--- src/rtl/core/ssg_pkg.sv ---
// Shared constants for the share generator: register indexes, field widths,
// reset values and pipeline latencies.
// No dependencies.
package ssg_pkg;

    localparam int DEF_MAX_DEGREE = 7;
    localparam int DEF_VALUE_BITS = 16;

    localparam int COEFF_FIELDS   = 7;
    localparam int MOD_FIELD_BITS = 16;
    localparam int DEG_BITS       = 3;
    localparam int IDX_BITS       = 1;
    localparam int X_BITS         = 8;

    localparam logic [IDX_BITS-1:0] REG_MODULUS = 1'b0;
    localparam logic [IDX_BITS-1:0] REG_DEGREE  = 1'b1;

    localparam logic [MOD_FIELD_BITS-1:0] MOD_RESET = 16'd127;
    localparam logic [DEG_BITS-1:0]       DEG_RESET = 3'd2;

    // reducer: multiply by reciprocal, multiply by modulus, subtract and correct
    localparam int RED_LAT  = 3;
    // Horner step: add and correct, multiply, reduce
    localparam int STEP_LAT = 2 + RED_LAT;

endpackage

--- src/rtl/core/ssg_modred.sv ---
// Pipelined Barrett reducer: a mod m for a < 2^(2*MB), three stages.
// Needs the reciprocal from ssg_recip. Uses ssg_pkg.
module ssg_modred #(
    parameter int VALUE_BITS = ssg_pkg::DEF_VALUE_BITS
) (
    input  logic                                  i_clk,
    input  logic [2*((VALUE_BITS < ssg_pkg::MOD_FIELD_BITS) ? VALUE_BITS
                   : ssg_pkg::MOD_FIELD_BITS)-1:0] i_a,
    input  logic [((VALUE_BITS < ssg_pkg::MOD_FIELD_BITS) ? VALUE_BITS
                   : ssg_pkg::MOD_FIELD_BITS)-1:0] i_m,
    input  logic [2*((VALUE_BITS < ssg_pkg::MOD_FIELD_BITS) ? VALUE_BITS
                   : ssg_pkg::MOD_FIELD_BITS)-1:0] i_mu,
    output logic [((VALUE_BITS < ssg_pkg::MOD_FIELD_BITS) ? VALUE_BITS
                   : ssg_pkg::MOD_FIELD_BITS)-1:0] o_r
);
    localparam int MB = (VALUE_BITS < ssg_pkg::MOD_FIELD_BITS) ? VALUE_BITS
                        : ssg_pkg::MOD_FIELD_BITS;
    localparam int RW = 2 * MB;

    logic [2*RW-1:0] r_p1;
    logic [MB:0]     r_a1;
    logic [MB:0]     r_t2;
    logic [MB:0]     r_a2;
    logic [MB-1:0]   r_r;

    logic [MB:0]     w_q;
    logic [2*MB:0]   w_qm;
    logic [MB:0]     w_d;
    logic [MB:0]     n_r;

    // quotient estimate is low by at most one, so one correction suffices
    assign w_q  = r_p1[RW +: (MB + 1)];
    assign w_qm = w_q * i_m;
    assign w_d  = r_a2 - r_t2;
    assign n_r  = (w_d >= {1'b0, i_m}) ? (w_d - {1'b0, i_m}) : w_d;

    always_ff @(posedge i_clk) begin
        r_p1 <= i_a * i_mu;
        r_a1 <= i_a[MB:0];
        r_t2 <= w_qm[MB:0];
        r_a2 <= r_a1;
        r_r  <= n_r[MB-1:0];
    end

    assign o_r = r_r;

endmodule

--- config.mk ---
export PLATFORM = sky130hd
export DESIGN_NAME = ssg_modred
export DESIGN_NICKNAME = d
export VERILOG_FILES = /design/src/rtl/core/ssg_pkg.sv /design/src/rtl/core/ssg_modred.sv
export SDC_FILE = /design/constraint.sdc
export NUM_CORES = 2
export LEC_CHECK = 0
export ABC_AREA = 1
export BUFFER_PORTS_ARGS = -buffer_cell sky130_fd_sc_hd__buf_2
export CORE_ASPECT_RATIO = 0.5
export CORE_MARGIN = 8
export CORE_UTILIZATION = 30
export DETAILED_ROUTE_END_ITERATION = 7
export SLEW_MARGIN = 20
export SYNTH_ARGS = -nofsm -noshare
export SYNTH_HDL_FRONTEND = slang
export SYNTH_SLANG_ARGS = --single-unit
export TNS_END_PERCENT = 1
--- constraint.sdc ---
create_clock -name i_clk -period 17 [get_ports i_clk]
set_clock_uncertainty 0.2 [all_clocks]
set_input_delay 3.4 -clock i_clk [delete_from_list [all_inputs] [get_ports i_clk]]
set_output_delay 3.4 -clock i_clk [all_outputs]
set_load 0.1 [all_outputs]
# Word level (Yosys, flattened, before mapping)
# Cells that the tools add are included.
# word_totals
ff_bits	116
out_inout_bits	16
wordCells	11
# classes
n_addsub	2
multipliers	2
magnitude_cmp	1
mux	1
# ops
operator	n
$mul A32 B32 Y49	1
$ge A17 B16 Y1	1
$mul A17 B16 Y17	1
$sub A17 B17 Y17	1
$mux W16	1
$sub A16 B16 Y16	1

# Longest topological paths before layout
# logic_depth
ltp_word	3
ltp_mapped	34

# Worst setup path before layout
# Ideal clock, no wire load.
# synth_path
path_type	input to register
startpoint	input port i_a[29] (netlist bit)
endpoint	register r_p1[40]
t_arrival_ps	9418
path_slack_ps	7270
stages	27
cell_sequence	clkbuf_1 buf_1 nand2_1 fa_1 inv_1 fa_1 inv_1 fa_1 fa_1 inv_1 fa_1 fa_1 fa_1 inv_1 fa_1 inv_1 ha_1 nand2_1 nor2_1 inv_1 nor3_1 nand2_1 and2_1 nand2_1 nand2_1 nand3_1 nand2_1
# synth_via
elab_chain_len	1
# synth_rtl
item	line	text
start: declaration	ssg_modred.sv:8	: ssg_pkg::MOD_FIELD_BITS)-1:0] i_a,
$mul A32 B32 Y49	ssg_modred.sv:38	r_p1 <= i_a * i_mu;
end signal: assignment	ssg_modred.sv:38	
end: declaration	ssg_modred.sv:20	logic [2*RW-1:0] r_p1;
# No other way between the ends.

# Worst setup path after layout
# layout_path
startpoint	input port i_a[13] (netlist bit)
endpoint	register r_p1[45]
# Same word-level chain as after synthesis.

==> flow_summary.toml <==
[yosys]
synth_fp_nets = 6298
synthSimpleGateAreaFrac_pct = 17.5
yosys_warnings = 0
synth_largest_area_cell = "fa_1"
synth_top_area_share_pct = 46.7
synth_area_leaders = "fa_1 (47%), inv_1 (16%), nand2_1 (14%)"
synth_compound_area_share_pct = 2.91
synth.cell_area_um2 = 38100
avgSynthCellArea_um2 = 7.52
synth_top_family_by_area = "adder cells"
synthMuxAreaShare_pct = 0
ys_seq_area_share_pct = 4.41
async_flop_share_pct = 0
synth-seq-cells = 84
synthFlopType = "dfxtp_1"
yosysUniqueCellTypes = 39
syn_inst = 5069
synth-adder-area-share_pct = 55.2
synth_edf_count = 0
synthXorXnorAreaFrac_pct = 1.57

[route]
drt_iter0_drc = 2306
viasPerCell = 4.50
ant_nets = 0
firstDrtPassIters = 5
vias = 30041
drc = 0
wirelength_mm = 114
routedWlPerCell_um = 17.0

[clocking]
postCtsSetupBuffers = 0
clk_path_buf_depth = 2
clk_latency_ps = 370
root_buffer = "clkbuf_16"
cts_sinks = 84
cts_tree = "done"
htreeDepth = 3
cts_resized = 0
holdBufCountCts = 0
numCtsBuffers = 9
clk_pin_slew_worst_paths_ps = 70

[placed_design]
dpl.hpwl_mm = 89.6
place.gp.congestion = 0.952
portBuffers = 96

[run_status]
status = "complete, no violations"

[grt]
grt_pass1_wl_mm = 181
grt_remaining_overflow = 0
antenna_found_initial = 14
grt_max_degree = 34
track_usage_pct = 16.5
grt_pass1_vias = 32117

[worst_setup_path]
crit_chain = "buf_2 > nand2_1 > fa_1 > inv_1 > fa_1 > fa_1 > fa_1 > fa_1 > fa_1 > fa_1 > inv_1 > fa_1 > inv_1 > ha_1 > nand2_1 > nor2_1 > inv_1 > nor3_1 > nand3_1 > nor3_1 > nand2_1 > nand3_1 > xor2_1"
critPathArrivalTime_ps = 10630
endpoint_kind = "register"
criticalPathCategory = "primary input to register"
slowest_delay_ps = 760
worstSetupStartpointType = "primary input"
critPathSlowestCell = "buf_2"
worstPathRequired_ps = 17050
crit_buf_inv = 5
r2r_cells = 26
cpMostUsedCell = "fa_1"
path_max_fanout = 33
path_delay_family = "adder cells"
worst-path-stages = 23

[sta]
fin_tns_setup_ps = 0
finalHoldViolations = 0
period_share_pct = 62.2
max_slew_margin_pct = 25.9
setup_viol = 0
max_freq_mhz = 94.5
slew_viol_final = 0
worstMarginPinSlew_ps = 1110
min_period_ps = 10580
rsz0062_at_grt = "false"

[floorplan]
num_io_pins = 97
start_util_pct = 30.2
placementRows = 92
core_area_um2 = 126000
die-area_um2 = 139000
die_w_um = 520
die_y_um = 268

[hold_path]
holdCritPathClass = "register to register"
hold_depth = 0

[final_layout]
seq_area_um2 = 1680
multi_input_area_um2 = 29400
finalNetCount = 6208
drive_gt1_share_pct = 2.75
syn_to_final_growth_pct = 5.86
fill_cells = 13515

[flow_run]
cap_viol_max_count = 0
path summary, 6_finish.rpt:
kind | from | end | slack, ps
setup / recovery | i_a[13] | r_p1[45] | 6420
hold / removal | r_a1[5] | r_a2[5] | 130
setup reg to reg | r_p1[35] | r_t2[16] | 11410
hold reg to reg | r_a1[5] | r_a2[5] | 130
synth_stat cells (6+ instances only):
| cell type | count |
|---|---|
| xor2_1 | 41 |
| o21ai_0 | 60 |
| nor3_1 | 18 |
| nor2_1 | 104 |
| ha_1 | 259 |
| dfxtp_1 | 84 |
| clkbuf_1 | 196 |
| a21o_1 | 11 |
| nand3_1 | 87 |
| o21bai_1 | 9 |
| a21oi_1 | 104 |
| nand2_1 | 1440 |
| nand3b_1 | 10 |
| xnor2_1 | 24 |
| fa_1 | 889 |
| buf_1 | 12 |
| inv_1 | 1659 |
| a31oi_1 | 6 |
| nand4_1 | 27 |
sequential cells by signal (all words and copies together), names as in the netlist:
register	count
o_r	16
r_a2	17
r_t2	17
r_p1	17
r_a1	17
layout by cell type, fill, tap and decap left out, drive strengths merged, types with 2 or more instances in the layout:
cell type  count
nor4           4
clkbuf         9
dfxtp         84
fa           889
buf          111
o31ai          2
ha           259
o21bai         9
nand2       1443
o21ai         62
nor3          18
xnor2         24
nand3b        10
clkinv         2
inv         1663
a21oi        104
diode          7
a21boi         2
xor2          42
o211ai         2
a31oi          7
nand4         27
a21o          11
nand3         89
nor2         105
through the flow:
stage	cells	util (%)	worst slack, ps	hold slack [ps]	cell area (um2)
global route	6678	32.0	6250	134	40300
global placement	6660	31.7	6190	112	40000
floorplan	5069	-	7270	110	38100
finish	6683	32.0	6420	128	40400
detailed placement	6660	31.7	6280	112	40000
CTS	6676	32.0	6660	127	40300
metal layers:
metal | up-vias | wire, um | global-route usage, %
li1 | 13863 | - | -
met1 | 14914 | 46400 | 20.9
met2 | 1022 | 54900 | 28.9
met3 | 232 | 7880 | 2.36
met4 | 10 | 4580 | 6.02
met5 | - | 64 | 0
cells by family (layout without fill, tap and decap cells):
group                      Yosys count  count (layout)
AOI/OAI and AO/OA                  202             202
xor gates and xnor gates            66              66
adders and majority gates         1148            1148
buffers and inverters             1871            1786
DFF                                 84              84
other                                0               7
and+or+nand+nor                   1698            1698
area by class of cell:
cell class / instances / area share, %
multi-input cells: 3114 / 72.9
inverters: 1659 / 15.4
well taps: 1692 / 5.25
flip-flops and latches: 84 / 4.17
repair buffers: 111 / 1.47
clock buffers: 9 / 0.558
clock inverters: 7 / 0.229
diodes: 7 / 0.0434
Power is left out: the tool's default activity adds up to more than one toggle a clock period on the data nets, which glitch-free logic cannot reach.
