`config.mk`:
```
export PLATFORM = sky130hd
export DESIGN_NAME = ssg_horner
export DESIGN_NICKNAME = d
export VERILOG_FILES = /design/src/rtl/core/ssg_pkg.sv /design/src/rtl/core/ssg_modred.sv /design/src/rtl/core/ssg_horner.sv
export SDC_FILE = /design/constraint.sdc
export NUM_CORES = 2
export LEC_CHECK = 0
export ABC_AREA = 0
export BUFFER_PORTS_ARGS = -buffer_cell sky130_fd_sc_hd__buf_2
export CAP_MARGIN = 20
export CORE_ASPECT_RATIO = 0.6
export CORE_MARGIN = 2
export CORE_UTILIZATION = 65
export DETAILED_ROUTE_END_ITERATION = 10
export PLACE_DENSITY = 0.82
export SYNTH_ARGS = -nofsm -noshare
export SYNTH_HDL_FRONTEND = slang
export SYNTH_SLANG_ARGS = --single-unit
export TNS_END_PERCENT = 30
```
`constraint.sdc`:
```
create_clock -name i_clk -period 12.65 [get_ports i_clk]
set_input_delay 1.265 -clock i_clk [delete_from_list [all_inputs] [get_ports i_clk]]
set_output_delay 1.265 -clock i_clk [all_outputs]
set_load 0.02 [all_outputs]
```
`src/rtl/core/ssg_pkg.sv`:
```
// Shared constants for the share generator: register indexes, field widths,
// reset values and pipeline latencies.
// No dependencies.
package ssg_pkg;

    localparam int DEF_MAX_DEGREE = 7;
    localparam int DEF_VALUE_BITS = 16;

    localparam int COEFF_FIELDS   = 7;
    localparam int MOD_FIELD_BITS = 16;
    localparam int DEG_BITS       = 3;
    localparam int IDX_BITS       = 1;
    localparam int X_BITS         = 8;

    localparam logic [IDX_BITS-1:0] REG_MODULUS = 1'b0;
    localparam logic [IDX_BITS-1:0] REG_DEGREE  = 1'b1;

    localparam logic [MOD_FIELD_BITS-1:0] MOD_RESET = 16'd127;
    localparam logic [DEG_BITS-1:0]       DEG_RESET = 3'd2;

    // reducer: multiply by reciprocal, multiply by modulus, subtract and correct
    localparam int RED_LAT  = 3;
    // Horner step: add and correct, multiply, reduce
    localparam int STEP_LAT = 2 + RED_LAT;

endpackage

```
`src/rtl/core/ssg_modred.sv`:
```
// Pipelined Barrett reducer: a mod m for a < 2^(2*MB), three stages.
// Needs the reciprocal from ssg_recip. Uses ssg_pkg.
module ssg_modred #(
    parameter int VALUE_BITS = ssg_pkg::DEF_VALUE_BITS
) (
    input  logic                                  i_clk,
    input  logic [2*((VALUE_BITS < ssg_pkg::MOD_FIELD_BITS) ? VALUE_BITS
                   : ssg_pkg::MOD_FIELD_BITS)-1:0] i_a,
    input  logic [((VALUE_BITS < ssg_pkg::MOD_FIELD_BITS) ? VALUE_BITS
                   : ssg_pkg::MOD_FIELD_BITS)-1:0] i_m,
    input  logic [2*((VALUE_BITS < ssg_pkg::MOD_FIELD_BITS) ? VALUE_BITS
                   : ssg_pkg::MOD_FIELD_BITS)-1:0] i_mu,
    output logic [((VALUE_BITS < ssg_pkg::MOD_FIELD_BITS) ? VALUE_BITS
                   : ssg_pkg::MOD_FIELD_BITS)-1:0] o_r
);
    localparam int MB = (VALUE_BITS < ssg_pkg::MOD_FIELD_BITS) ? VALUE_BITS
                        : ssg_pkg::MOD_FIELD_BITS;
    localparam int RW = 2 * MB;

    logic [2*RW-1:0] r_p1;
    logic [MB:0]     r_a1;
    logic [MB:0]     r_t2;
    logic [MB:0]     r_a2;
    logic [MB-1:0]   r_r;

    logic [MB:0]     w_q;
    logic [2*MB:0]   w_qm;
    logic [MB:0]     w_d;
    logic [MB:0]     n_r;

    // quotient estimate is low by at most one, so one correction suffices
    assign w_q  = r_p1[RW +: (MB + 1)];
    assign w_qm = w_q * i_m;
    assign w_d  = r_a2 - r_t2;
    assign n_r  = (w_d >= {1'b0, i_m}) ? (w_d - {1'b0, i_m}) : w_d;

    always_ff @(posedge i_clk) begin
        r_p1 <= i_a * i_mu;
        r_a1 <= i_a[MB:0];
        r_t2 <= w_qm[MB:0];
        r_a2 <= r_a1;
        r_r  <= n_r[MB-1:0];
    end

    assign o_r = r_r;

endmodule

```
`src/rtl/core/ssg_horner.sv`:
```
// One Horner step: ((acc + c) mod m) * x mod m, five stages.
// Uses ssg_modred and ssg_pkg.
module ssg_horner #(
    parameter int VALUE_BITS = ssg_pkg::DEF_VALUE_BITS
) (
    input  logic                                  i_clk,
    input  logic [((VALUE_BITS < ssg_pkg::MOD_FIELD_BITS) ? VALUE_BITS
                   : ssg_pkg::MOD_FIELD_BITS)-1:0] i_acc,
    input  logic [((VALUE_BITS < ssg_pkg::MOD_FIELD_BITS) ? VALUE_BITS
                   : ssg_pkg::MOD_FIELD_BITS)-1:0] i_coef,
    input  logic [((VALUE_BITS < ssg_pkg::MOD_FIELD_BITS) ? VALUE_BITS
                   : ssg_pkg::MOD_FIELD_BITS)-1:0] i_x,
    input  logic [((VALUE_BITS < ssg_pkg::MOD_FIELD_BITS) ? VALUE_BITS
                   : ssg_pkg::MOD_FIELD_BITS)-1:0] i_m,
    input  logic [2*((VALUE_BITS < ssg_pkg::MOD_FIELD_BITS) ? VALUE_BITS
                   : ssg_pkg::MOD_FIELD_BITS)-1:0] i_mu,
    output logic [((VALUE_BITS < ssg_pkg::MOD_FIELD_BITS) ? VALUE_BITS
                   : ssg_pkg::MOD_FIELD_BITS)-1:0] o_acc
);
    localparam int MB = (VALUE_BITS < ssg_pkg::MOD_FIELD_BITS) ? VALUE_BITS
                        : ssg_pkg::MOD_FIELD_BITS;
    localparam int RW = 2 * MB;

    logic [MB-1:0] r_sum;
    logic [MB-1:0] r_x;
    logic [RW-1:0] r_prod;

    logic [MB:0]   w_sum;
    logic [MB:0]   n_sum;

    assign w_sum = {1'b0, i_acc} + {1'b0, i_coef};
    assign n_sum = (w_sum >= {1'b0, i_m}) ? (w_sum - {1'b0, i_m}) : w_sum;

    always_ff @(posedge i_clk) begin
        r_sum  <= n_sum[MB-1:0];
        r_x    <= i_x;
        r_prod <= r_sum * r_x;
    end

    ssg_modred #(
        .VALUE_BITS (VALUE_BITS)
    ) u_red (
        .i_clk (i_clk),
        .i_a   (r_prod),
        .i_m   (i_m),
        .i_mu  (i_mu),
        .o_r   (o_acc)
    );

endmodule

```
After elaboration in Yosys (flattened, before gate mapping)
Index checks and enable logic that the tools add are counted.
{"block": "totals", "ff_bits": 180, "n_memories": 0, "ramBits": 0, "mem_bits_ro": 0, "wordCells": 19, "inputBits": 97, "latchBits": 0, "out_inout_bits": 16}
{"block": "classes", "eq_ne": 0, "multipliers": 3, "reduce_logical": 0, "n_addsub": 4, "div": 0, "bitwise": 0, "magnitude_cmp": 2, "mux": 2, "shift": 0}
{"operator": "multiplier 32 x 32 -> 49 bit", "count": 1}
{"operator": ">= comparator 17 x 16 -> 1 bit", "count": 2}
{"operator": "multiplier 16 x 16 -> 32 bit", "count": 1}
{"operator": "two-way mux 16 bit", "count": 2}
{"operator": "subtractor 16 bit", "count": 2}
{"operator": "adder 16 x 16 -> 17 bit", "count": 1}
{"operator": "multiplier 17 x 16 -> 17 bit", "count": 1}
{"operator": "subtractor 17 bit", "count": 1}

Depth between registers and ports, before layout
{"block": "depth", "word_depth": 3, "mapped_depth": 27, "ltp_nobuf": 25}

Cells and area by module
A second synthesis with hierarchy kept.
{"block": "hier_totals", "hier_cells": 5132, "area_unflattened_um2": 46927.5}
{"mod": "ssg_modred", "cells_each": 3856, "seq_area_each_um2": 1681.6, "area_each_um2": 35421.5, "instances": 1}
{"mod": "ssg_horner", "cells_each": 1276, "seq_area_each_um2": 1281.2, "area_each_um2": 11506.0, "instances": 1}

Worst setup path after synthesis
Ideal clock, no wire load.
{"block": "synth_timing", "path_kind": "input -> register", "startpoint": "input i_mu[20] (netlist bit)", "endpoint": "register u_red.r_p1[48]", "n_path_buf": 2, "path_slack_ns": 4.830, "setup_ns": 0.129, "cell_stages": 25, "required_time_ns": 12.521, "t_arrival_ns": 7.690, "path_cell_list": "clkbuf_1 -> clkbuf_1 -> and2_1 -> fa_1 -> inv_1 -> fa_1 -> inv_1 -> fa_1 -> inv_1 -> fa_1 -> inv_1 -> fa_1 -> fa_1 -> fa_1 -> fa_1 -> ha_1 -> nand3_1 -> nor4_1 -> nand2_1 -> nor3_1 -> o21ai_0 -> nor2b_1 -> o211a_1 -> o41ai_1 -> xnor2_1"}
{"block": "synth_via", "elab_chain_cells": 1}
{"item": "start: declaration", "line_no": "ssg_horner.sv:16", "rtl": ": ssg_pkg::MOD_FIELD_BITS)-1:0] i_mu,"}
{"item": "multiplier 32 x 32 -> 49 bit", "line_no": "ssg_modred.sv:38", "rtl": "r_p1 <= i_a * i_mu;"}
{"item": "end signal: assignment", "line_no": "ssg_modred.sv:38"}
{"item": "end: declaration", "line_no": "ssg_modred.sv:20", "rtl": "logic [2*RW-1:0] r_p1;"}
No other way between the ends.

Worst setup path after layout
{"block": "layout_timing", "startpoint": "input i_mu[9] (netlist bit)", "endpoint": "register u_red.r_p1[48]"}
Same word-level chain as after synthesis.

==> PnR_summary.wiki <==
{| class="wikitable"
! Metric !! Value
|-
| Setup Crit Path Kind || input port to flop
|-
| Cell at the slowest stage of the critical path || nor4_1
|-
| Quantity of I/O buffers inserted on ports || between 100 and 150
|-
| Synth Net Count || between 6000 and 7000
|-
| Total vias in the final route || approximately 34000
|-
| TritonCTS clock tree || yes
|-
| CP cell instances || buf_2 -> and2_1 -> fa_1 -> fa_1 -> inv_1 -> fa_1 -> fa_1 -> inv_1 -> fa_1 -> fa_1 -> fa_1 -> fa_1 -> ha_1 -> nand3_1 -> nor4_1 -> nand2_1 -> nor3_1 -> o21ai_0 -> nor2b_1 -> o211a_1 -> o41ai_1 -> xnor2_1
|-
| Initial Utilization || 0.662
|-
| Max Slew Vio Count || 0
|-
| Hold Crit Start || u_red.r_a1[14]$_DFF_P_
|-
| Worst Clk Skew || 0.0176 ns
|-
| Fraction of the cycle the final worst path needs || 0.676
|-
| First-pass GRT wire length || roughly 200 mm
|-
| Final WL || ~120 mm
|-
| Number of violations of the max-capacitance limit || 0
|-
| DIE AREA || approximately 74000 um^2
|-
| Cell chosen for the clock root || clkbuf_16
|-
| Top Ports || approximately 110
|-
| Number of search-and-repair iterations in the first detailed-routing pass || 5
|-
| Ratio of cells with drive above 1 in the final layout || 0.0439
|-
| Sum of negative setup slack || 0 ns
|-
| Post-synthesis average cell area || 9.20 um^2
|-
| Share of synthesized area occupied by flip-flops and latches || 0.0636
|-
| ANT nets after route || 0
|-
| Vias per inst || around 5.7
|-
| CP most frequent cell || fa_1
|-
| Floorplan die width || about 350 um
|-
| Core Rows || 75
|-
| 1st-iter DRT viols || roughly 3000
|-
| Critical path data required time || roughly 13 ns
|-
| Startpoint of the worst-slack reg-to-reg timing path || r_prod[12]$_DFF_P_
|-
| Type of the most critical hold path || flop to flop
|-
| Kind of start point of the critical path || input port
|-
| Min Tclk post-route || 8.56 ns
|-
| Prevailing post-synth register cell || dfxtp_1
|-
| Initial antenna violation count || 2
|-
| Final Hold Fails || 0
|-
| Final estimated routing congestion in global placement || between 0.9 and 1
|-
| Internal reg-to-reg setup slack || between 4 and 5 ns
|-
| Largest stage delay on the critical path || about 0.61 ns
|-
| Number of CTS-inserted buffers || 17
|-
| RSZ-0062 raised after global routing || no
|-
| NumNets Final || 6579
|-
| Post CTS Setup Buffer Count || 0
|-
| Floorplan die height || ~210 um
|-
| Worst path arrival time || about 8.9 ns
|-
| Filler instances || ~5300
|-
| Count of final setup violators || 0
|-
| Maximum number of pins on one net before global-route repair || 34
|-
| Post-Synthesis Cells || around 5100
|-
| Number of global-route vias before repair || between 30000 and 40000
|-
| Post-synthesis register bit count || around 150
|-
| Number of clock sinks || ~150
|-
| Relative slew slack || 0.315
|-
| Count of yosys warnings during synthesis || 0
|-
| Total Routing Usage GR || 0.355
|-
| Residual overflow from global routing || 0
|-
| Layout overhead on the synthesized area || 3.69%
|-
| Main area contributors after synthesis || fa_1, ha_1, and2_1
|-
| Endpoint type of the worst setup path || flop
|-
| Cell accounting for the most synthesized area || fa_1
|-
| Count of cell types in the netlist || 70
|-
| Dpl hpwl || 97.4 mm
|-
| Latest clock arrival within the worst-skew pair || 0.47 ns
|-
| Area share of the leading cell type in the synthesized netlist || 0.467
|-
| Number of gates resized after cts || 0
|-
| Routed wire length per instance || slightly above 20 um
|-
| Maximum count of clock buffers along a single path || 2
|-
| FF-to-FF path depth || 24
|-
| Number of DRC violations after detailed routing || 0
|-
| H-tree level count || 4
|-
| Synth Cell Area || roughly 47000 um^2
|-
| Area of the placeable core || a little over 70000 um^2
|-
| Clock transition at path regs || 0.08 ns
|-
| Number of synthesized flops with an enable pin || 0
|-
| Hold endpoint || u_red.r_a2[14]$_DFF_P_
|-
| Hold depth || 0
|-
| Slew at the pin closest to its max-slew limit || 1.03 ns
|-
| Hold-fix buffers at CTS || 0
|-
| Status || finished clean
|-
| Async S/R FF share, synth || 0
|-
| Critical Path Fanout Max || 32
|-
| Highest Clock Rate || approximately 0.12 GHz
|-
| Capturing point of the worst reg2reg path || u_red.r_p1[48]$_DFF_P_
|}
worst max-delay path by stage:
stage,startpoint,to,slack [ns],cells after the start
finish,i_mu[9],u_red.r_p1[48]$_DFF_P_,4.09,22
global route,i_mu[9],u_red.r_p1[48]$_DFF_P_,3.82,22
CTS,i_mu[9],u_red.r_p1[48]$_DFF_P_,4.17,22
detailed placement,i_mu[9],u_red.r_p1[48]$_DFF_P_,3.70,22
global placement,i_mu[9],u_red.r_p1[48]$_DFF_P_,3.85,22
floorplan,i_mu[20],u_red.r_p1[48]$_DFF_P_,4.83,25
cells in the final DEF, fill, tap and decap left out, drive strengths merged, types with 6 or more instances in the layout:
cell type	n
clkinv	6
nand2b	14
fa	1085
inv	1168
nor2b	12
nand3	29
o21bai	12
nand2	646
a211oi	18
a21oi	73
and3	8
dfxtp	148
a21o	43
or3	11
ha	395
and2	725
buf	147
mux2	27
clkbuf	18
xnor2	121
nand4	19
nor3	30
nor2	63
o21ai	46
o21a	21
xor2	36
a31oi	9
state kept, by name, indices dropped and copies added (netlist names):
signal      count
r_prod         32
u_red.r_a1     17
u_red.r_a2     17
u_red.r_p1     17
u_red.r_t2     17
r_sum          16
r_x            16
u_red.o_r      16
area by class of cell:
class | count | area [um^2] | area share
clock inverters | 15 | 180 | 0.00373
multi-input cells | 3527 | 38400 | 0.795
inverters | 1160 | 4350 | 0.0902
flip-flops and latches | 148 | 2970 | 0.0614
well taps | 924 | 1160 | 0.0239
diodes | 1 | 2.50 | 0.0000518
repair buffers | 148 | 831 | 0.0172
clock buffers | 17 | 425 | 0.00881
stage by stage:
step,area [um^2],util,worst slack [ns],std cells,hold WS [ns]
6_report,48300,0.686,4.09,5940,0.325
2_1_floorplan,46600,-,4.83,5062,0.310
5_1_grt,48300,0.686,3.82,5940,0.330
3_3_place_gp,47700,0.677,3.85,5906,0.310
4_1_cts,48300,0.686,4.17,5938,0.327
3_5_place_dp,47700,0.677,3.70,5906,0.312
critical path: cells and delay by family:
family                   cells  cell delay (ns)
adder cells (fa/ha/maj)      9             4.35
AND/OR/NAND/NOR              6             1.56
AO/OA/AOI/OAI                3             0.83
buffers and inverters        3             0.70
XOR/XNOR                     1             0.14
cell usage after synthesis (30+ instances only):
cell      number
xnor2_1      121
nor2_1        63
and2_1       724
a21oi_1       73
clkbuf_1     222
ha_1         395
a21o_1        43
o21ai_0       43
fa_1        1085
dfxtp_1      148
inv_1       1160
nand2_1      646
nor3_1        30
xor2_1        36
cells by family (layout without fill, tap and decap cells):
family          Yosys count  count (layout)  share of synthesized area
compound gates          283             283                     0.0410
xor+xnor                157             157                     0.0295
fa+ha+maj              1480            1480                      0.573
buf+inv                1387            1340                      0.112
flops                   148             148                     0.0636
mux                      32              32                    0.00833
other cells               0               1                          0
simple gates           1575            1575                      0.172
layer usage:
layer / track usage / share of wire
met2: 0.506 / 0.41
met1: 0.524 / 0.42
met3: 0.132 / 0.15
met5: 0 / 0
met4: 0.0615 / 0.016
Power is not shown: default switching activity piles up to over one toggle a cycle in this logic, so the estimate is an artifact.
