### src/rtl/core/ssg_pkg.sv
// Shared constants for the share generator: register indexes, field widths,
// reset values and pipeline latencies.
// No dependencies.
package ssg_pkg;

    localparam int DEF_MAX_DEGREE = 7;
    localparam int DEF_VALUE_BITS = 16;

    localparam int COEFF_FIELDS   = 7;
    localparam int MOD_FIELD_BITS = 16;
    localparam int DEG_BITS       = 3;
    localparam int IDX_BITS       = 1;
    localparam int X_BITS         = 8;

    localparam logic [IDX_BITS-1:0] REG_MODULUS = 1'b0;
    localparam logic [IDX_BITS-1:0] REG_DEGREE  = 1'b1;

    localparam logic [MOD_FIELD_BITS-1:0] MOD_RESET = 16'd127;
    localparam logic [DEG_BITS-1:0]       DEG_RESET = 3'd2;

    // reducer: multiply by reciprocal, multiply by modulus, subtract and correct
    localparam int RED_LAT  = 3;
    // Horner step: add and correct, multiply, reduce
    localparam int STEP_LAT = 2 + RED_LAT;

endpackage

### src/rtl/core/ssg_recip.sv
// Serial reciprocal unit: floor(2^(2*MB) / modulus), one quotient bit a cycle.
// Runs after reset and after every modulus write. Uses ssg_pkg.
module ssg_recip #(
    parameter int VALUE_BITS = ssg_pkg::DEF_VALUE_BITS
) (
    input  logic                                  i_clk,
    input  logic                                  i_rst_n,
    input  logic                                  i_restart,
    input  logic [((VALUE_BITS < ssg_pkg::MOD_FIELD_BITS) ? VALUE_BITS
                   : ssg_pkg::MOD_FIELD_BITS)-1:0] i_m,
    output logic                                  o_busy,
    output logic [2*((VALUE_BITS < ssg_pkg::MOD_FIELD_BITS) ? VALUE_BITS
                   : ssg_pkg::MOD_FIELD_BITS)-1:0] o_mu
);
    localparam int MB = (VALUE_BITS < ssg_pkg::MOD_FIELD_BITS) ? VALUE_BITS
                        : ssg_pkg::MOD_FIELD_BITS;
    localparam int RW = 2 * MB;
    localparam int CW = $clog2(RW + 1);

    logic          r_run;
    logic [CW-1:0] r_cnt;
    logic [MB-1:0] r_rem;
    logic [RW-1:0] r_q;

    logic          w_bit;
    logic [MB:0]   w_sh;
    logic          w_ge;
    logic [MB:0]   n_rem;

    assign w_bit = (r_cnt == CW'(RW));
    assign w_sh  = {r_rem, w_bit};
    assign w_ge  = (w_sh >= {1'b0, i_m});
    assign n_rem = w_ge ? (w_sh - {1'b0, i_m}) : w_sh;

    always_ff @(posedge i_clk) begin
        if (!i_rst_n) begin
            r_run <= 1'b1;
            r_cnt <= CW'(RW);
            r_rem <= '0;
        end else if (i_restart) begin
            r_run <= 1'b1;
            r_cnt <= CW'(RW);
            r_rem <= '0;
        end else if (r_run) begin
            r_rem <= n_rem[MB-1:0];
            if (r_cnt == '0) begin
                r_run <= 1'b0;
            end else begin
                r_cnt <= r_cnt - 1'b1;
            end
        end
    end

    always_ff @(posedge i_clk) begin
        if (r_run && !i_restart) begin
            r_q <= {r_q[RW-2:0], w_ge};
        end
    end

    assign o_busy = r_run;
    assign o_mu   = r_q;

endmodule

### config.mk
export PLATFORM = sky130hd
export DESIGN_NAME = ssg_recip
export DESIGN_NICKNAME = d
export VERILOG_FILES = /design/src/rtl/core/ssg_pkg.sv /design/src/rtl/core/ssg_recip.sv
export SDC_FILE = /design/constraint.sdc
export NUM_CORES = 1
export LEC_CHECK = 0
export BUFFER_PORTS_ARGS = -buffer_cell sky130_fd_sc_hd__buf_2
export CAP_MARGIN = 25
export CORE_UTILIZATION = 54
export CTS_BUF_LIST = sky130_fd_sc_hd__clkbuf_4 sky130_fd_sc_hd__clkbuf_8
export CTS_CLUSTER_SIZE = 10
export DETAILED_ROUTE_END_ITERATION = 10
export GPL_TIMING_DRIVEN = 1
export MAX_ROUTING_LAYER = met4
export PLACE_DENSITY = 0.86
export SLEW_MARGIN = 30
export SYNTH_ARGS = -nofsm -noshare
export SYNTH_HDL_FRONTEND = slang
export SYNTH_SLANG_ARGS = --single-unit
### constraint.sdc
create_clock -name i_clk -period 5.6 [get_ports i_clk]
set_input_delay 0.56 -clock i_clk [delete_from_list [all_inputs] [get_ports i_clk]]
set_output_delay 0.56 -clock i_clk [all_outputs]
set_load 0.005 [all_outputs]
# ---- Word level (Yosys, flattened, before mapping)
# Cells that the tools add are included.
dict set report word_totals {
  regBits 55
  input_bits 19
  output_inout_bits 33
  elab_cells 18
}
dict set report op_classes {
  add_sub_neg 2
  magnitude_cmp 1
  n_eq_ne 1
  muxes 3
  n_bitwise 2
  reduce_logical 5
}
# cell n
set op_table {}
lappend op_table {{greater-or-equal comparator 17 x 16 -> 1 bit} 1}
lappend op_table {{two-way mux 16 bit} 1}
lappend op_table {{subtractor 16 bit} 1}
lappend op_table {{equality test 6 bit, second input constant} 1}
lappend op_table {{logical NOT 6 bit} 1}
lappend op_table {{subtractor 6 x 1 -> 6 bit, second input constant} 1}
lappend op_table {{two-way mux 1 bit} 2}
lappend op_table {{NOT 1 bit} 2}
lappend op_table {{AND reduction 2 bit} 1}
lappend op_table {{OR reduction 2 bit} 1}
lappend op_table {{logical AND 1 bit} 1}
lappend op_table {{logical NOT 1 bit} 1}

# ---- Longest topological paths before layout
# Gate-level depths: netlist of the first run.
dict set report logic_depth {
  word_depth 3
  depth_mapped 14
  mapped_depth_nobuf 13
}

# ---- Worst setup path after synthesis of the first run
# No wires, ideal clock.
dict set report synth_timing {
  path_kind {flip-flop to flip-flop}
  from {register r_cnt[0]}
  to {register r_rem[8]}
  setup_ns 0.062
  t_arrival_ns 3.117
  t_required_ns 5.538
  slack_ns 2.421
  stages_incl_launch_ff 13
  n_path_buf 1
  period_less_slack_ns 3.179
  cell_sequence {dfxtp_1 inv_1 ha_1 or4b_2 or2_2 ha_1 nand2b_1 a211o_1 a21oi_2 o31ai_1 buf_2 or4_1 nand3_1}
}
dict set report synth_between {
  elab_chain_len 3
  elab_cells_between_ends 4
  classes_between {1 x add/sub; 1 x order compare; 1 x eq/ne; 1 x mux}
}
# item line_no
set synth_lines {}
lappend synth_lines {{start: declaration} ssg_recip.sv:21} ;# logic [CW-1:0] r_cnt;
lappend synth_lines {{start signal: assignment} ssg_recip.sv:38} ;# r_cnt <= CW'(RW);
lappend synth_lines {{start signal: assignment} ssg_recip.sv:42} ;# r_cnt <= CW'(RW);
lappend synth_lines {{start signal: assignment} ssg_recip.sv:49} ;# r_cnt <= r_cnt - 1'b1;
lappend synth_lines {{equality test 6 bit *} ssg_recip.sv:30} ;# assign w_bit = (r_cnt == CW'(RW));
lappend synth_lines {{subtractor 16 bit / greater-or-equal comparator 17 x 16 -> 1 bit (equally long branches)} {ssg_recip.sv:33, ssg_recip.sv:32}}
lappend synth_lines {{two-way mux 16 bit *} ssg_recip.sv:33} ;# assign n_rem = w_ge ? (w_sh - {1'b0, i_m}) : w_sh;
lappend synth_lines {{end signal: assignment} ssg_recip.sv:45} ;# r_rem <= n_rem[MB-1:0];
lappend synth_lines {{end: declaration} ssg_recip.sv:22} ;# logic [MB-1:0] r_rem;
# Mark *: on every way between the ends. The rest lies on a longest branch, timed or not.
# A chain may end at the register's enable or synchronous reset.

# ---- Worst setup path after layout of the first run
dict set report layout_timing {
  from {register r_cnt[0]}
  to {register r_rem[15]}
}
# Same word-level chain as after synthesis.

==> impl_results.md, run 1 <==
* Max Cap Violations at 0
* Total GRT Usage at 24.3%
* Most frequent cells in the layout: buf_2, edfxtp_1, inv_1, nand2_1, dfxtp_1
* Total Wirelength at 6420 um
* Main synth FF type: edfxtp_1
* Worst Clk Skew at 6.43 ps
* Setup-failing EPs final at 0
* Nets at 376
* Clock root cell: clkbuf_8
* Clock Power Share at 31.0%
* Port bufs at 51
* Layout cells sized above 1 at 21.8%
* Internal Power at 654 uW
* I/O Pins at 52
* Routability cong. at 0.848
* Die X at 75.0 um
* Worst IR drop on VDD at 0.000140 V
* Worst Hold Class: flop to flop
* Reg power frac at 54.2%
* CTS tree: yes
* Routed WL per cell at 15.7 um
* Number of DRC markers in iteration 0 at 186
* # diodes at 0
* Vias per inst at 5.84
* GRT overflow at 0
* Slew Limit Headroom at 49.9%
* Clock Sinks at 55
* Area contributors post-synth: edfxtp_1, dfxtp_1, ha_1
* Fin Setup TNS at 0 ps
* Post-synthesis sequential area ratio at 49.4%
* Pins Over Slew Limit at 0
* Clock buffer depth at 2
* Most common cell after layout, fill and taps aside: buf_2
* Reg2reg setup slack at 2010 ps
* CP required at 5850 ps
* Cells after synthesis at 287
* Setup crit end kind: flop
* EDFF count, synth at 32
* Synth area leader: edfxtp_1
* # resized after CTS at 0
* Net Sw Power at 220 uW
* P&R area growth vs syn at 15.3%
* First-pass DRT Iterations at 5
* Maximum clock rate at 278 MHz
* Floorplan row count at 26
* Clock Pin Slew Worst Setup and Hold Paths at 100 ps
* Largest net degree at the start of global routing at 33
* Switching share of power at 25.2%
* Routed via count at 2390
* Setup CP Type: flop to flop
* Final Util at 65.0%
* Tmin final at 3590 ps
* Hpwl dp at 4560 um
* Ys async rst share at 0%
* Final Hold Slack at 452 ps
* Die area at 5630 um2
* Worst slew pin tran at 744 ps
* Final-report hold violation count at 0
* Syn Area/Cell at 10.0 um2
* Post-Place Cell Area at 3200 um2
* Post-route cell area at 3320 um2
* Status: complete, no violations
* Unrepaired setup endpoints after global routing: false
* Total core area at 5110 um2
* CTS buffer count at 5
* Comb power frac at 14.8%
* First-pass GRT wire length at 9810 um
* Critical Path AT at 3840 ps
* Worst-path maximum fanout at 20
* DIE HEIGHT at 75.0 um
* H-Tree Depth at 2
* Synth Warn # at 0
* Crit start category: flop
* DRC at 0
* Vias in the first global route at 2109
* Post-Syn Nets at 325
* Routed Antenna Nets at 0
* Fill cell total of the finished layout at 406
* Hold_buf cts at 0
* Cell variety after synth at 49
* Synth top area share at 33.4%
* Synth Cell Area at 2880 um2
* Pwr Density at 263 nW/um2
* Starting Density at 56.4%
* Period utilization at 64.2%
* Setup bufs post-CTS at 0
* Leakage at 1.47 nW
* Clk Latency, worst-skew pair at 310 ps
* Number of synthesized register bits at 55
* Initial antenna violation count at 0
==> metal layers <==
metal | part of all wire (%) | up-vias | global-route usage (%)
met5 | 0 | - | -
met1 | 43 | 1135 | 30.3
li1 | - | 1148 | -
met3 | 5.3 | 14 | 4.55
met4 | 1.9 | 0 | 9.01
met2 | 50 | 93 | 39.3
==> worst max-delay path, cell delays in order (launching register included) <==
cell and delay (ps):
dfxtp_1 340, inv_1 90, ha_1 150, or4b_2 610, or2_2 310, ha_1 190, nand2b_1 160, a211o_1 340
a21oi_2 280, o31ai_2 130, buf_4 230, or4b_1 520, a31oi_1 170
==> path summary, 6_finish.rpt <==
path / startpoint / depth (start not counted) / end
worst max register to register: r_cnt[0] / 12 / r_rem[15]
worst min register to register: o_mu[11] / 0 / o_mu[12]
worst max-delay path: r_cnt[0] / 12 / r_rem[15]
worst min-delay path: o_mu[11] / 0 / o_mu[12]
==> power groups by stage <==
stage	clock network (mW)	registers [mW]	logic (mW)
after floorplan	0	0.478	0.0869
after global placement	0	0.479	0.122
after detailed placement	0	0.481	0.128
after CTS	0.270	0.473	0.129
after global routing	0.285	0.476	0.146
final	0.270	0.473	0.130
==> flip-flops by register name, summed over array words and instances, names as in the netlist <==
name / cells
o_mu: 32
r_rem: 16
o_busy: 1
r_cnt: 6
==> stage by stage <==
step | total power, mW | setup WS (ps) | instances
global placement | 0.601 | 2170 | 401
global route | 0.907 | 1810 | 409
detailed placement | 0.609 | 2040 | 401
finish | 0.873 | 2010 | 409
floorplan | 0.565 | 2420 | 287
CTS | 0.872 | 2020 | 409
==> logic make-up (layout without fill, tap and decap cells) <==
family                   count (synthesis)  after routing  share of synthesized area [%]
adder cells (fa/ha/maj)                 19             19                           8.52
multiplexers                             2              2                          0.739
buffers and inverters                   38             90                           5.39
flip-flops                              55             55                           49.4
AND/OR/NAND/NOR                         81             81                           14.0
XOR/XNOR                                12             12                           3.65
AO/OA/AOI/OAI                           80             80                           18.3
==> cell usage after synthesis (4+ instances only) <==
| cell | count |
|---|---|
| a2111oi_0 | 4 |
| a21o_1 | 6 |
| a21oi_1 | 18 |
| a31oi_1 | 8 |
| buf_2 | 4 |
| clkbuf_1 | 5 |
| dfxtp_1 | 23 |
| edfxtp_1 | 32 |
| ha_1 | 18 |
| inv_1 | 28 |
| nand2_1 | 25 |
| nand3_1 | 12 |
| nand4_1 | 5 |
| nor2_1 | 14 |
| nor3_1 | 7 |
| o21ai_0 | 19 |
| o31ai_1 | 4 |
| xnor2_1 | 9 |
==> area by class of cell <==
class                      count  area [um2]  area share, %
clock buffer                   6        76.3           2.30
multi-input combinational    194        1310           39.5
clock inverter                 2        38.8           1.17
timing repair buffer          54         278           8.37
inverter                      28         105           3.17
tap                           70        87.6           2.64
sequential                    55        1420           42.9
No activity file was read; power rests on OpenSTA's default activity.
==> inputs of run 2 (changes only) <==
--- a/config.mk
+++ b/config.mk
@@ -7,7 +7,7 @@
 export LEC_CHECK = 0
 export BUFFER_PORTS_ARGS = -buffer_cell sky130_fd_sc_hd__buf_2
 export CAP_MARGIN = 25
-export CORE_UTILIZATION = 54
+export CORE_UTILIZATION = 52
 export CTS_BUF_LIST = sky130_fd_sc_hd__clkbuf_4 sky130_fd_sc_hd__clkbuf_8
 export CTS_CLUSTER_SIZE = 10
 export DETAILED_ROUTE_END_ITERATION = 10
==> constraint.sdc (replaced) <==
create_clock -name i_clk -period 3.2 [get_ports i_clk]
set_input_delay 0.32 -clock i_clk [delete_from_list [all_inputs] [get_ports i_clk]]
set_output_delay 0.32 -clock i_clk [all_outputs]
set_load 0.005 [all_outputs]
==> run 2 against run 1 <==
Via count up 0.84%. Hold slack worse by 53 ps. Highest routed layer unchanged. Sequential share of layout area down 2.0 points. Die area up 3.8%. Critical path depth unchanged. Clock-buffer cell count down 1. Sequential power up 74%.
==> impl_results.md, run 2 (synthesis gave the netlist of run 1 again) <==
* Most frequent cells in the layout: buf_2, edfxtp_1, inv_1, nand2_1, dfxtp_1
* Worst Clk Skew at 11.2 ps
* Period utilization at 97.8%
* Die X at 76.4 um
* Max Cap Violations at 0
* Peak per-stage delay on the critical path at 460 ps
* I/O Pins at 52
* Number of DRC markers in iteration 0 at 189
* Nets at 394
* Total GRT Usage at 23.4%
* Pins Over Slew Limit at 0
* Unrepaired setup endpoints after global routing: true
* Leakage at 1.56 nW
* First-pass DRT Iterations at 4
* Routed WL per cell at 14.7 um
* Stages on the worst setup path at 12
* Net Sw Power at 398 uW
* Worst IR drop on VDD at 0.000258 V
* Total core area at 5200 um2
* Vias per inst at 5.64
* Hold_buf cts at 0
* Maximum clock rate at 320 MHz
* Vias in the first global route at 2237
* GRT overflow at 0
* Setup-failing EPs final at 0
* Setup CP Type: flop to flop
* DRC at 0
* # diodes at 0
* Slew Limit Headroom at 41.9%
* FF-to-FF Start: r_cnt[0]
* Most common cell after layout, fill and taps aside: buf_2
* Routability cong. at 0.894
* Comb power frac at 17.0%
* H-Tree Depth at 2
* Most frequent CP cell: nand4_1
* Worst Hold Class: input pin to flop
* Largest net degree at the start of global routing at 33
* CP Cell Sequence: inv_1, ha_1, or4b_4, or2_2, ha_2, and4_1, nand4_1, nand4_1, o31ai_4, buf_4, mux2_2, a21oi_1
* Tmin final at 3130 ps
* CP required at 3450 ps
* Total Wirelength at 6260 um
* Switching share of power at 26.9%
* Starting Density at 55.3%
* Setup crit end kind: flop
* First-pass GRT wire length at 10500 um
* Worst setup path end: r_rem[0]
* Clock buffer depth at 2
* Clk Latency, worst-skew pair at 320 ps
* Routed via count at 2410
* Total power at 1.48 mW
* DIE HEIGHT at 76.4 um
* CTS tree: yes
* Crit Reg-Reg Endpoint: r_rem[0]
* Reg2reg setup slack at 70 ps
* Reg2Reg Depth at 12
* Buf/Inv on CP at 2
* Routed Antenna Nets at 0
* Initial antenna violation count at 0
* Final Hold Slack at 399 ps
* Clock Power Share at 27.4%
* CTS buffer count at 5
* Floorplan row count at 26
* Worst slew pin tran at 863 ps
* Crit start category: flop
* Critical Path AT at 3380 ps
* Pwr Density at 425 nW/um2
* Final-report hold violation count at 0
* Port bufs at 51
* Clock Pin Slew Worst Setup and Hold Paths at 100 ps
* Clock Sinks at 55
* Layout cells sized above 1 at 27.2%
* Internal Power at 1.08 mW
* Max reg flops at 32
* Hpwl dp at 4560 um
* Clock root cell: clkbuf_8
* Status: complete, no violations
* Worst-path maximum fanout at 7
* Die area at 5840 um2
* Reg power frac at 55.6%
* CP max-delay cell: or4b_4
* CP top delay family: simple AND/OR/NAND/NOR gates
* P&R area growth vs syn at 20.9%
* Crit path from: r_cnt[0]
run 2: worst min-delay path by stage:
stage | startpoint | end | slack (ps) | depth (start not counted)
final | i_rst_n | r_cnt[3] | 400 | 3
after global routing | i_rst_n | r_cnt[0] | 420 | 3
after CTS | i_rst_n | r_cnt[3] | 390 | 3
after detailed placement | o_mu[13] | o_mu[14] | 430 | 0
after global placement | o_mu[25] | o_mu[26] | 420 | 0
after floorplan | o_mu[9] | o_mu[10] | 450 | 0
run 2: repair_timing:
item,in CTS,in global routing
resized for setup,2,9
endpoints found under the setup margin,11,8
pin swaps,2,4
setup buffers,2,2
gates cloned,0,0
run 2: per-stage QoR:
stage	setup TNS (ps)	instances	utilization [%]	cell area (um2)	worst slack, ps
finish	0	427	66.9	3480	72.0
global route	-90.1	427	66.9	3480	-47.7
CTS	0	425	65.9	3430	16.0
detailed placement	-327	415	63.5	3310	-152
global placement	-63.1	415	63.5	3310	-63.1
floorplan	0	287	-	2880	20.8
run 2: worst min-delay path: cells and delay by family:
kind	cells	cell delay [ps]
buffers and inverters	1	80
AND/OR/NAND/NOR	2	280
run 2: layout make-up:
cell class / instances / area [um2]
fill: 404 / 1730
sequential: 55 / 1420
multi-input combinational: 194 / 1350
timing repair buffer: 72 / 417
inverter: 28 / 105
tap: 70 / 87.6
clock buffer: 5 / 68.8
clock inverter: 3 / 27.5
run 2: power groups by stage:
stage	Sequential, mW	Clock [mW]	Combinational (mW)
floorplan	0.836	0	0.152
global placement	0.834	0	0.229
detailed placement	0.837	0	0.237
CTS	0.822	0.416	0.240
global route	0.830	0.440	0.280
finish	0.822	0.405	0.251
run 2: metal layers:
| layer | share of wire (%) | GRT usage (%) | wire [um] | up-vias |
|---|---|---|---|---|
| li1 | - | - | - | 1187 |
| met1 | 45 | 30.2 | 2810 | 1137 |
| met2 | 48 | 36.5 | 3020 | 78 |
| met3 | 5.7 | 5.03 | 354 | 8 |
| met4 | 1.3 | 8.08 | 80 | 0 |
| met5 | 0 | - | 0 | - |
